**config.mk**
```make
export PLATFORM = sky130hd
export DESIGN_NAME = ip_address_text_parser_core
export DESIGN_NICKNAME = d
export VERILOG_FILES = /design/src/ipp_pkg.sv /design/src/ip_address_text_parser_core.sv /design/src/ipp_step.sv /design/src/ipp_out_stage.sv
export VERILOG_INCLUDE_DIRS = /design/src /design/src/src
export SDC_FILE = /design/constraint.sdc
export NUM_CORES = 1
export LEC_CHECK = 0
export ABC_AREA = 1
export BUFFER_PORTS_ARGS = -buffer_cell sky130_fd_sc_hd__buf_2
export CAP_MARGIN = 20
export CELL_PAD_IN_SITES_DETAIL_PLACEMENT = 0
export CELL_PAD_IN_SITES_GLOBAL_PLACEMENT = 1
export CORE_UTILIZATION = 40
export CTS_BUF_LIST = sky130_fd_sc_hd__clkbuf_4 sky130_fd_sc_hd__clkbuf_8
export DETAILED_ROUTE_END_ITERATION = 12
export GPL_TIMING_DRIVEN = 0
export PLACE_DENSITY_LB_ADDON = 0.1
export SLEW_MARGIN = 20
export SYNTH_ARGS = -nofsm -noshare
export SYNTH_HDL_FRONTEND = slang
export SYNTH_HIERARCHICAL = 1
export SYNTH_SLANG_ARGS = --single-unit
```
**constraint.sdc**
```tcl
create_clock -name clk -period 12.34 [get_ports clk]
set_input_delay 0.617 -clock clk [delete_from_list [all_inputs] [get_ports clk]]
set_output_delay 0.617 -clock clk [all_outputs]
set_load 0.01 [all_outputs]
```
**src/ip_address_text_parser_core_assert.svh**
```systemverilog
// assertion macros used by the address text parser core
`ifndef IP_ADDRESS_TEXT_PARSER_CORE_ASSERT_SVH
`define IP_ADDRESS_TEXT_PARSER_CORE_ASSERT_SVH

// property checked on every rising clock edge outside reset
`define IPP_ASSERT_PROP(lbl, prop, msg) \
	lbl: assert property (@(posedge clk) disable iff (!arst_n) prop) else $error(msg);

// condition that must never hold outside reset
`define IPP_ASSERT_NEVER(lbl, cond, msg) \
	lbl: assert property (@(posedge clk) disable iff (!arst_n) !(cond)) else $error(msg);

`endif

```
**src/ipp_pkg.sv**
```systemverilog
// types, codes and helpers for the address text parser
package ipp_pkg;

	localparam int unsigned NumGroups = 8;
	localparam int unsigned GroupW    = 16;

	typedef enum logic [1:0] {
		FAM_NONE  = 2'd0,
		FAM_V4    = 2'd1,
		FAM_V6    = 2'd2,
		FAM_UNSUP = 2'd3
	} family_t;

	typedef enum logic [1:0] {
		ST_OK        = 2'd0,
		ST_MALFORMED = 2'd1,
		ST_UNSUP     = 2'd2,
		ST_MISSING   = 2'd3
	} status_t;

	localparam logic [7:0] ChDot   = 8'h2e;
	localparam logic [7:0] ChColon = 8'h3a;

	// one input item
	typedef struct packed {
		logic [7:0] character;
		logic [1:0] family;
		logic       last;
	} in_t;

	// one result item
	typedef struct packed {
		status_t     status;
		logic [63:0] address_high;
		logic [63:0] address_low;
	} out_t;

	typedef logic [NumGroups-1:0][GroupW-1:0] group_store_t;

	// parse state carried between characters
	typedef struct packed {
		logic [15:0] field_value;
		logic [2:0]  digit_count;
		logic [3:0]  field_count;
		logic [3:0]  gap_position;
		logic        gap_seen;
		logic        prev_sep;
		logic        error_seen;
		family_t     latched_family;
		logic        in_address;
	} state_t;

	// group store write request
	typedef struct packed {
		logic        en;
		logic [2:0]  idx;
		logic [15:0] data;
	} store_wr_t;

	// hex digit decode: bit 4 marks a valid digit, bits 3..0 its value
	function automatic logic [4:0] hex_digit(input logic [7:0] c);
		logic [4:0] r;
		r = 5'b0;
		if (c >= 8'h30 && c <= 8'h39) begin
			r = {1'b1, 4'(c - 8'h30)};
		end else if (c >= 8'h61 && c <= 8'h66) begin
			r = {1'b1, 4'(c - 8'h57)};
		end else if (c >= 8'h41 && c <= 8'h46) begin
			r = {1'b1, 4'(c - 8'h37)};
		end
		return r;
	endfunction

endpackage

```
**src/ip_address_text_parser_core.sv**
```systemverilog
// top level of the streaming IPv4 / IPv6 address text parser
//
//  channel | handshake             | payload            | direction
//  --------+-----------------------+--------------------+----------
//  char    | char_valid/char_ready | char_item (in_t)   | in
//  res     | res_valid/res_ready   | res_item (out_t)   | out
//
// one character per cycle, except that a last character waits while the result
// register is full; a character is registered, then the parse logic updates the
// state and, on the last character, loads the result register.
// reset clears the parse state and both valid flags; the group store holds
// no reset and is only read where the current text has written it.
// a stalled result only holds back the next last character.
`include "ip_address_text_parser_core_assert.svh"

module ip_address_text_parser_core (
	input  logic          clk,
	input  logic          arst_n,
	input  logic          char_valid,
	output logic          char_ready,
	input  ipp_pkg::in_t  char_item,
	output logic          res_valid,
	input  logic          res_ready,
	output ipp_pkg::out_t res_item
);

	logic                  in_valid_s1;
	ipp_pkg::in_t          in_item_s1;
	ipp_pkg::state_t       state_q;
	ipp_pkg::state_t       state_nxt;
	ipp_pkg::group_store_t store_q;
	ipp_pkg::store_wr_t    store_wr;
	ipp_pkg::out_t         result;
	logic                  push_ready;
	logic                  advance;
	logic                  push_valid;
	logic                  last_s1;
	logic                  res_failed;
	logic                  res_addr_zero;

	// the registered item moves on unless it is a last one facing a full output
	assign advance    = in_valid_s1 && (!in_item_s1.last || push_ready);
	assign push_valid = advance && in_item_s1.last;
	assign char_ready = !in_valid_s1 || advance;

	// input register
	always_ff @(posedge clk or negedge arst_n) begin
		if (!arst_n) begin
			in_valid_s1 <= 1'b0;
		end else if (char_ready) begin
			in_valid_s1 <= char_valid;
		end
	end

	always_ff @(posedge clk) begin
		if (char_valid && char_ready) begin
			in_item_s1 <= char_item;
		end
	end

	// parse state
	always_ff @(posedge clk or negedge arst_n) begin
		if (!arst_n) begin
			state_q <= '0;
		end else if (advance) begin
			state_q <= state_nxt;
		end
	end

	// group store
	always_ff @(posedge clk) begin
		if (advance && store_wr.en) begin
			store_q[store_wr.idx] <= store_wr.data;
		end
	end

	ipp_step u_step (
		.item      (in_item_s1),
		.state_cur (state_q),
		.store_cur (store_q),
		.state_nxt (state_nxt),
		.store_wr  (store_wr),
		.result    (result)
	);

	ipp_out_stage u_out (
		.clk        (clk),
		.arst_n     (arst_n),
		.push_valid (push_valid),
		.push_item  (result),
		.push_ready (push_ready),
		.res_valid  (res_valid),
		.res_ready  (res_ready),
		.res_item   (res_item)
	);

	// terms used by the checks below
	assign last_s1       = in_valid_s1 && in_item_s1.last;
	assign res_failed    = res_valid && (res_item.status != ipp_pkg::ST_OK);
	assign res_addr_zero = (res_item.address_high == 64'h0) && (res_item.address_low == 64'h0);

	// a last item held back by a full output stays registered
	`IPP_ASSERT_PROP(a_last_held, (last_s1 && !push_ready) |=> in_valid_s1, "last item dropped")
	// a new result only follows a last character
	`IPP_ASSERT_PROP(a_res_from_last, $rose(res_valid) |-> $past(last_s1), "stray result")
	// a character that is not last leaves the parser inside a text
	`IPP_ASSERT_PROP(a_in_text, (advance && !last_s1) |=> state_q.in_address, "text not opened")
	// a failed status carries a zero address
	`IPP_ASSERT_NEVER(a_fail_zero, res_failed && !res_addr_zero, "address on failed status")

endmodule

```
**src/ipp_step.sv**
```systemverilog
// per-character parse step and end-of-text address assembly
module ipp_step (
	input  ipp_pkg::in_t          item,
	input  ipp_pkg::state_t       state_cur,
	input  ipp_pkg::group_store_t store_cur,
	output ipp_pkg::state_t       state_nxt,
	output ipp_pkg::store_wr_t    store_wr,
	output ipp_pkg::out_t         result
);

	always_comb begin
		ipp_pkg::state_t       st;
		ipp_pkg::store_wr_t    wr;
		ipp_pkg::group_store_t gs;
		ipp_pkg::group_store_t fgs;
		ipp_pkg::group_store_t g;
		ipp_pkg::out_t         res;
		logic [4:0]            hv;
		logic [11:0]           v12;
		logic [3:0]            ffc;
		logic [3:0]            tail;
		logic [4:0]            reach;
		logic                  is_dec;
		logic                  ok;

		st  = state_cur;
		wr  = '0;
		res = '0;
		g   = '0;
		ok  = 1'b0;
		tail  = '0;
		reach = '0;

		// first character of a text opens a fresh parse
		if (!st.in_address) begin
			st.field_value    = '0;
			st.digit_count    = '0;
			st.field_count    = '0;
			st.gap_position   = '0;
			st.gap_seen       = 1'b0;
			st.prev_sep       = 1'b0;
			st.error_seen     = 1'b0;
			st.latched_family = ipp_pkg::family_t'(item.family);
			st.in_address     = 1'b1;
		end

		is_dec = (item.character >= 8'h30) && (item.character <= 8'h39);
		hv     = ipp_pkg::hex_digit(item.character);
		v12    = {1'b0, st.field_value[7:0], 3'b000} + {3'b000, st.field_value[7:0], 1'b0}
		       + {8'h00, hv[3:0]};

		// classify the character
		if (!st.error_seen) begin
			case (st.latched_family)
				ipp_pkg::FAM_V4: begin
					if (is_dec) begin
						if (st.digit_count >= 3'd3 || v12 > 12'd255) begin
							st.error_seen = 1'b1;
						end else begin
							st.field_value = {8'h00, v12[7:0]};
							st.digit_count = st.digit_count + 3'd1;
						end
					end else if (item.character == ipp_pkg::ChDot) begin
						if (st.digit_count == 3'd0 || st.field_count >= 4'd3) begin
							st.error_seen = 1'b1;
						end else begin
							wr = '{en: 1'b1, idx: st.field_count[2:0], data: st.field_value};
							st.field_count = st.field_count + 4'd1;
							st.field_value = '0;
							st.digit_count = '0;
						end
					end else begin
						st.error_seen = 1'b1;
					end
				end
				ipp_pkg::FAM_V6: begin
					if (hv[4]) begin
						if (st.digit_count >= 3'd4 ||
						    (st.prev_sep && st.field_count == 4'd0 && !st.gap_seen)) begin
							st.error_seen = 1'b1;
						end else begin
							st.field_value = {st.field_value[11:0], hv[3:0]};
							st.digit_count = st.digit_count + 3'd1;
							st.prev_sep    = 1'b0;
						end
					end else if (item.character == ipp_pkg::ChColon) begin
						if (st.digit_count != 3'd0) begin
							if (st.field_count >= 4'd8) begin
								st.error_seen = 1'b1;
							end else begin
								wr = '{en: 1'b1, idx: st.field_count[2:0],
								       data: st.field_value};
								st.field_count = st.field_count + 4'd1;
								st.field_value = '0;
								st.digit_count = '0;
							end
							st.prev_sep = 1'b1;
						end else if (st.prev_sep) begin
							if (st.gap_seen) begin
								st.error_seen = 1'b1;
							end else begin
								st.gap_seen     = 1'b1;
								st.gap_position = st.field_count;
							end
						end else begin
							st.prev_sep = 1'b1;
						end
					end else begin
						st.error_seen = 1'b1;
					end
				end
				default: begin
				end
			endcase
		end

		// store contents as seen by the closing step
		gs = store_cur;
		if (wr.en) begin
			gs[wr.idx] = wr.data;
		end

		// closing push of the open field
		fgs = gs;
		ffc = st.field_count;
		if (st.digit_count != 3'd0 && st.field_count < 4'd8) begin
			fgs[st.field_count[2:0]] = st.field_value;
			ffc = st.field_count + 4'd1;
		end

		case (st.latched_family)
			ipp_pkg::FAM_NONE:  res.status = ipp_pkg::ST_MISSING;
			ipp_pkg::FAM_UNSUP: res.status = ipp_pkg::ST_UNSUP;
			ipp_pkg::FAM_V4: begin
				ok = !st.error_seen && st.digit_count != 3'd0 && st.field_count == 4'd3;
				if (ok) begin
					res.address_low = {32'h0, fgs[0][7:0], fgs[1][7:0], fgs[2][7:0],
					                   fgs[3][7:0]};
				end
				res.status = ok ? ipp_pkg::ST_OK : ipp_pkg::ST_MALFORMED;
			end
			default: begin
				ok = !st.error_seen;
				if (st.digit_count != 3'd0) begin
					if (st.field_count >= 4'd8) begin
						ok = 1'b0;
					end
				end else if (!(st.gap_seen && st.prev_sep &&
				               st.gap_position == st.field_count)) begin
					ok = 1'b0;
				end
				if (st.gap_seen ? (ffc > 4'd7) : (ffc != 4'd8)) begin
					ok = 1'b0;
				end
				// expand the double colon into zero groups
				tail = ffc - st.gap_position;
				for (int k = 0; k < ipp_pkg::NumGroups; k++) begin
					if (st.gap_seen) begin
						reach = 5'(k) + {1'b0, tail};
						if (4'(k) < st.gap_position) begin
							g[k] = fgs[k];
						end
						if (reach >= 5'd8) begin
							g[k] = fgs[3'(k) + ffc[2:0]];
						end
					end else begin
						g[k] = fgs[k];
					end
				end
				if (ok) begin
					res.address_high = {g[0], g[1], g[2], g[3]};
					res.address_low  = {g[4], g[5], g[6], g[7]};
				end
				res.status = ok ? ipp_pkg::ST_OK : ipp_pkg::ST_MALFORMED;
			end
		endcase

		// last character ends the text
		if (item.last) begin
			st.in_address = 1'b0;
		end

		state_nxt = st;
		store_wr  = wr;
		result    = res;
	end

endmodule

```
**src/ipp_out_stage.sv**
```systemverilog
// result register between the parse step and the result channel
module ipp_out_stage (
	input  logic          clk,
	input  logic          arst_n,
	input  logic          push_valid,
	input  ipp_pkg::out_t push_item,
	output logic          push_ready,
	output logic          res_valid,
	input  logic          res_ready,
	output ipp_pkg::out_t res_item
);

	logic          valid_q;
	ipp_pkg::out_t item_q;

	// register accepts a new item when empty or being drained
	assign push_ready = !valid_q || res_ready;

	always_ff @(posedge clk or negedge arst_n) begin
		if (!arst_n) begin
			valid_q <= 1'b0;
		end else if (push_ready) begin
			valid_q <= push_valid;
		end
	end

	always_ff @(posedge clk) begin
		if (push_valid && push_ready) begin
			item_q <= push_item;
		end
	end

	assign res_valid = valid_q;
	assign res_item  = item_q;

endmodule

```
==> results.py <==
metrics = {
    "worst_setup_path": {
        "critical_path_class": "reg -> reg",
        "critPathMaxFanout": 11,
        "cp.arrival_ns": 9.93,
        "cp_top_family": "simple AND/OR/NAND/NOR gates",
        "critPathSlowestCell": "clkbuf_1",
        "cpMostUsedCell": "nand2_1",
        "endpoint_kind": "flip-flop",
        "max_stage_delay_ns": 0.64,
        "critPathBufInv": 11,
        "cp.required_ns": 12.73,
        "startpoint_type": "flip-flop",
    },
    "final_layout": {
        "fin_nets": 4351,
        "nFillCells": 7063,
        "drive_above_1_share_pct": 11.4,
        "area_delta_synth_final_pct": 11.8,
        "fin_area_um2": 29300,
    },
    "cts": {
        "cts-root-buf": "clkbuf_8",
        "cts_setup_buffers": 0,
        "numCtsBuffers": 49,
        "htreeDepth": 2,
        "cts_buffer_depth": 3,
        "clk_pin_slew_ns": 0.06,
        "worst_skew_pair.late_latency_ns": 0.69,
        "cts_tree": "yes",
        "ctsHoldBuffers": 0,
        "cts-resized-gates": 0,
        "clock-sinks": 304,
    },
    "run_status": {
        "outcome": "complete, no violations",
    },
    "synthesis": {
        "synth_area_um2": 26200,
        "syn_avg_cell_area_um2": 6.41,
        "yosysUniqueCellTypes": 47,
        "synth_common_cells": "nand2_1, nand3_1, inv_1",
        "yosys.cell_count.top_type": "nand2_1",
        "syn_nets": 4144,
        "synth_area_leaders": "edfxtp_1, nand2_1, nand3_1",
        "yosysTopAreaCellShare_pct": 30.8,
        "synth_edf_count": 269,
        "synth_seq_area_share_pct": 34.2,
        "synth-seq-cells": 304,
        "yosysWarnings": 6,
        "yosysTopAreaCell": "edfxtp_1",
        "synthCells": 4088,
        "synth_flop_cell": "edfxtp_1",
        "ys_async_sr_fraction_pct": 11.5,
    },
    "place": {
        "gp_congestion": 1.10,
        "dpl_cell_area_um2": 28200,
        "io_buffer_count": 146,
        "post-dp-hpwl_mm": 118,
        "place_ws_ns": 3.19,
    },
    "floorplanning": {
        "start_util_pct": 40.6,
        "die_h_um": 258,
        "core_area_um2": 64600,
        "core.rowCount": 93,
        "fp.dieW_um": 258,
        "num_io_pins": 147,
        "die-area_um2": 66500,
    },
    "sta": {
        "hold_viol_final": 0,
        "setup_viol": 0,
        "drv_slew": 0,
        "worstMarginPinSlew_ns": 1.23,
        "period_needed_ns": 9.54,
        "period_share_pct": 77.3,
        "rsz0062_at_grt": "false",
        "clock_skew_ns": 0.0497,
        "fmax_ghz": 0.105,
        "slew_headroom_pct": 17.6,
        "fin_ws_ns": 2.80,
        "fin_tns_setup_ns": 0,
    },
    "drt": {
        "drc": 0,
        "antenna_left": 0,
        "dr.pass1.iters": 6,
        "first_iter_violations": 4586,
        "via_per_inst": 5.91,
        "wl_per_cell_um": 28.6,
        "vias": 30700,
        "wirelength_mm": 148,
    },
    "global_route": {
        "antenna_found_initial": 6,
        "grt_pass1_wl_mm": 204,
        "grt_pass1_vias": 27200,
        "grt_max_degree": 36,
        "grt_usage_pct": 43.6,
        "grt-ovfl-total": 0,
    },
    "hold_path": {
        "hp-class": "in -> async",
    },
    "run": {
        "maxCapViolCount": 0,
    },
}
flip-flops by register name, indices dropped and copies added, names as in the netlist:
signal / cells
in_item_s1: 11
in_valid_s1: 1
state_q: 33
store_q: 128
u_out/res_item: 130
u_out/res_valid: 1
kinds of logic (layout without fill, tap and decap cells):
logic type / after synthesis / count (layout) / share of synthesized area, %
buffers and inverters: 553 / 793 / 8.92
AOI/OAI and AO/OA: 215 / 215 / 4.69
and+or+nand+nor: 2962 / 2962 / 49.6
DFF: 304 / 304 / 34.2
other: 0 / 7 / 0
adders and majority gates: 41 / 41 / 2.04
xor gates and xnor gates: 13 / 13 / 0.549
area by class of cell:
type	instances	area, um2	share of cell area, %
tap	855	1070	3.65
antenna	7	17.5	0.0598
timing repair buffer	156	917	3.13
sequential	304	8950	30.6
clock buffer	65	838	2.86
buffer	250	1200	4.09
multi-input combinational	3231	15000	51.1
inverter	303	1140	3.89
clock inverter	19	179	0.611
stage by stage:
step / instances / util (%) / hold WS, ns
final: 5190 / 45.3 / 0.0422
after CTS: 5182 / 45.3 / 0.0339
after detailed placement: 5098 / 43.7 / 0.458
after floorplan: 4088 / - / 0.321
after global routing: 5186 / 45.3 / 0.0940
after global placement: 5089 / 43.4 / 0.453
placed cells by master, fill, tap and decap left out, types with 7 or more instances in the layout:
master	instances
ha_1	38
edfxtp_1	269
o21ai_1	13
nor2_4	10
nor2_2	20
o21bai_1	15
inv_1	277
clkbuf_1	68
nand2_1	1713
clkinv_1	10
inv_2	21
buf_6	9
o211ai_1	15
nand2_2	15
buf_4	14
clkbuf_4	9
clkbuf_8	56
buf_1	29
diode_2	7
nand2_4	7
nand3_2	10
o21ai_0	34
buf_2	281
and2_1	8
nand3_1	960
nand3b_1	39
nand4_1	86
nor2_1	78
dfrtp_1	35
a21oi_1	114
per-layer routing:
layer	up-vias	GRT usage (%)	share of wire (%)
li1	14000	-	-
met2	1946	63.5	42
met4	6	31.7	8.7
met5	-	0	0.028
met1	14300	56.3	39
met3	468	10.2	10
worst paths after layout:
| check | from | endpoint | slack [ns] | depth (start not counted) |
|---|---|---|---|---|
| max in group asynchronous | arst_n | state_q[7] | 11.77 | 1 |
| min in group clk | char_item[7] | in_item_s1[7] | 0.12 | 1 |
| max | in_item_s1[3] | u_out/res_item[111] | 2.80 | 46 |
| max reg2reg | in_item_s1[3] | u_out/res_item[111] | 2.80 | 46 |
| min reg2reg | state_q[9] | state_q[9] | 0.47 | 2 |
| min | arst_n | state_q[3] | 0.04 | 1 |
worst reg2reg max path, delay by kind of cell (launching register included):
kind | cells | cell delay, ns
DFF | 1 | 0.46
buffers and inverters | 11 | 2.68
xor gates and xnor gates | 1 | 0.19
adders and majority gates | 4 | 1.54
AOI/OAI and AO/OA | 3 | 0.53
and+or+nand+nor | 27 | 3.89
Power is left out: the tool's default activity adds up to more than one toggle a clock period on the data nets, which glitch-free logic cannot reach.
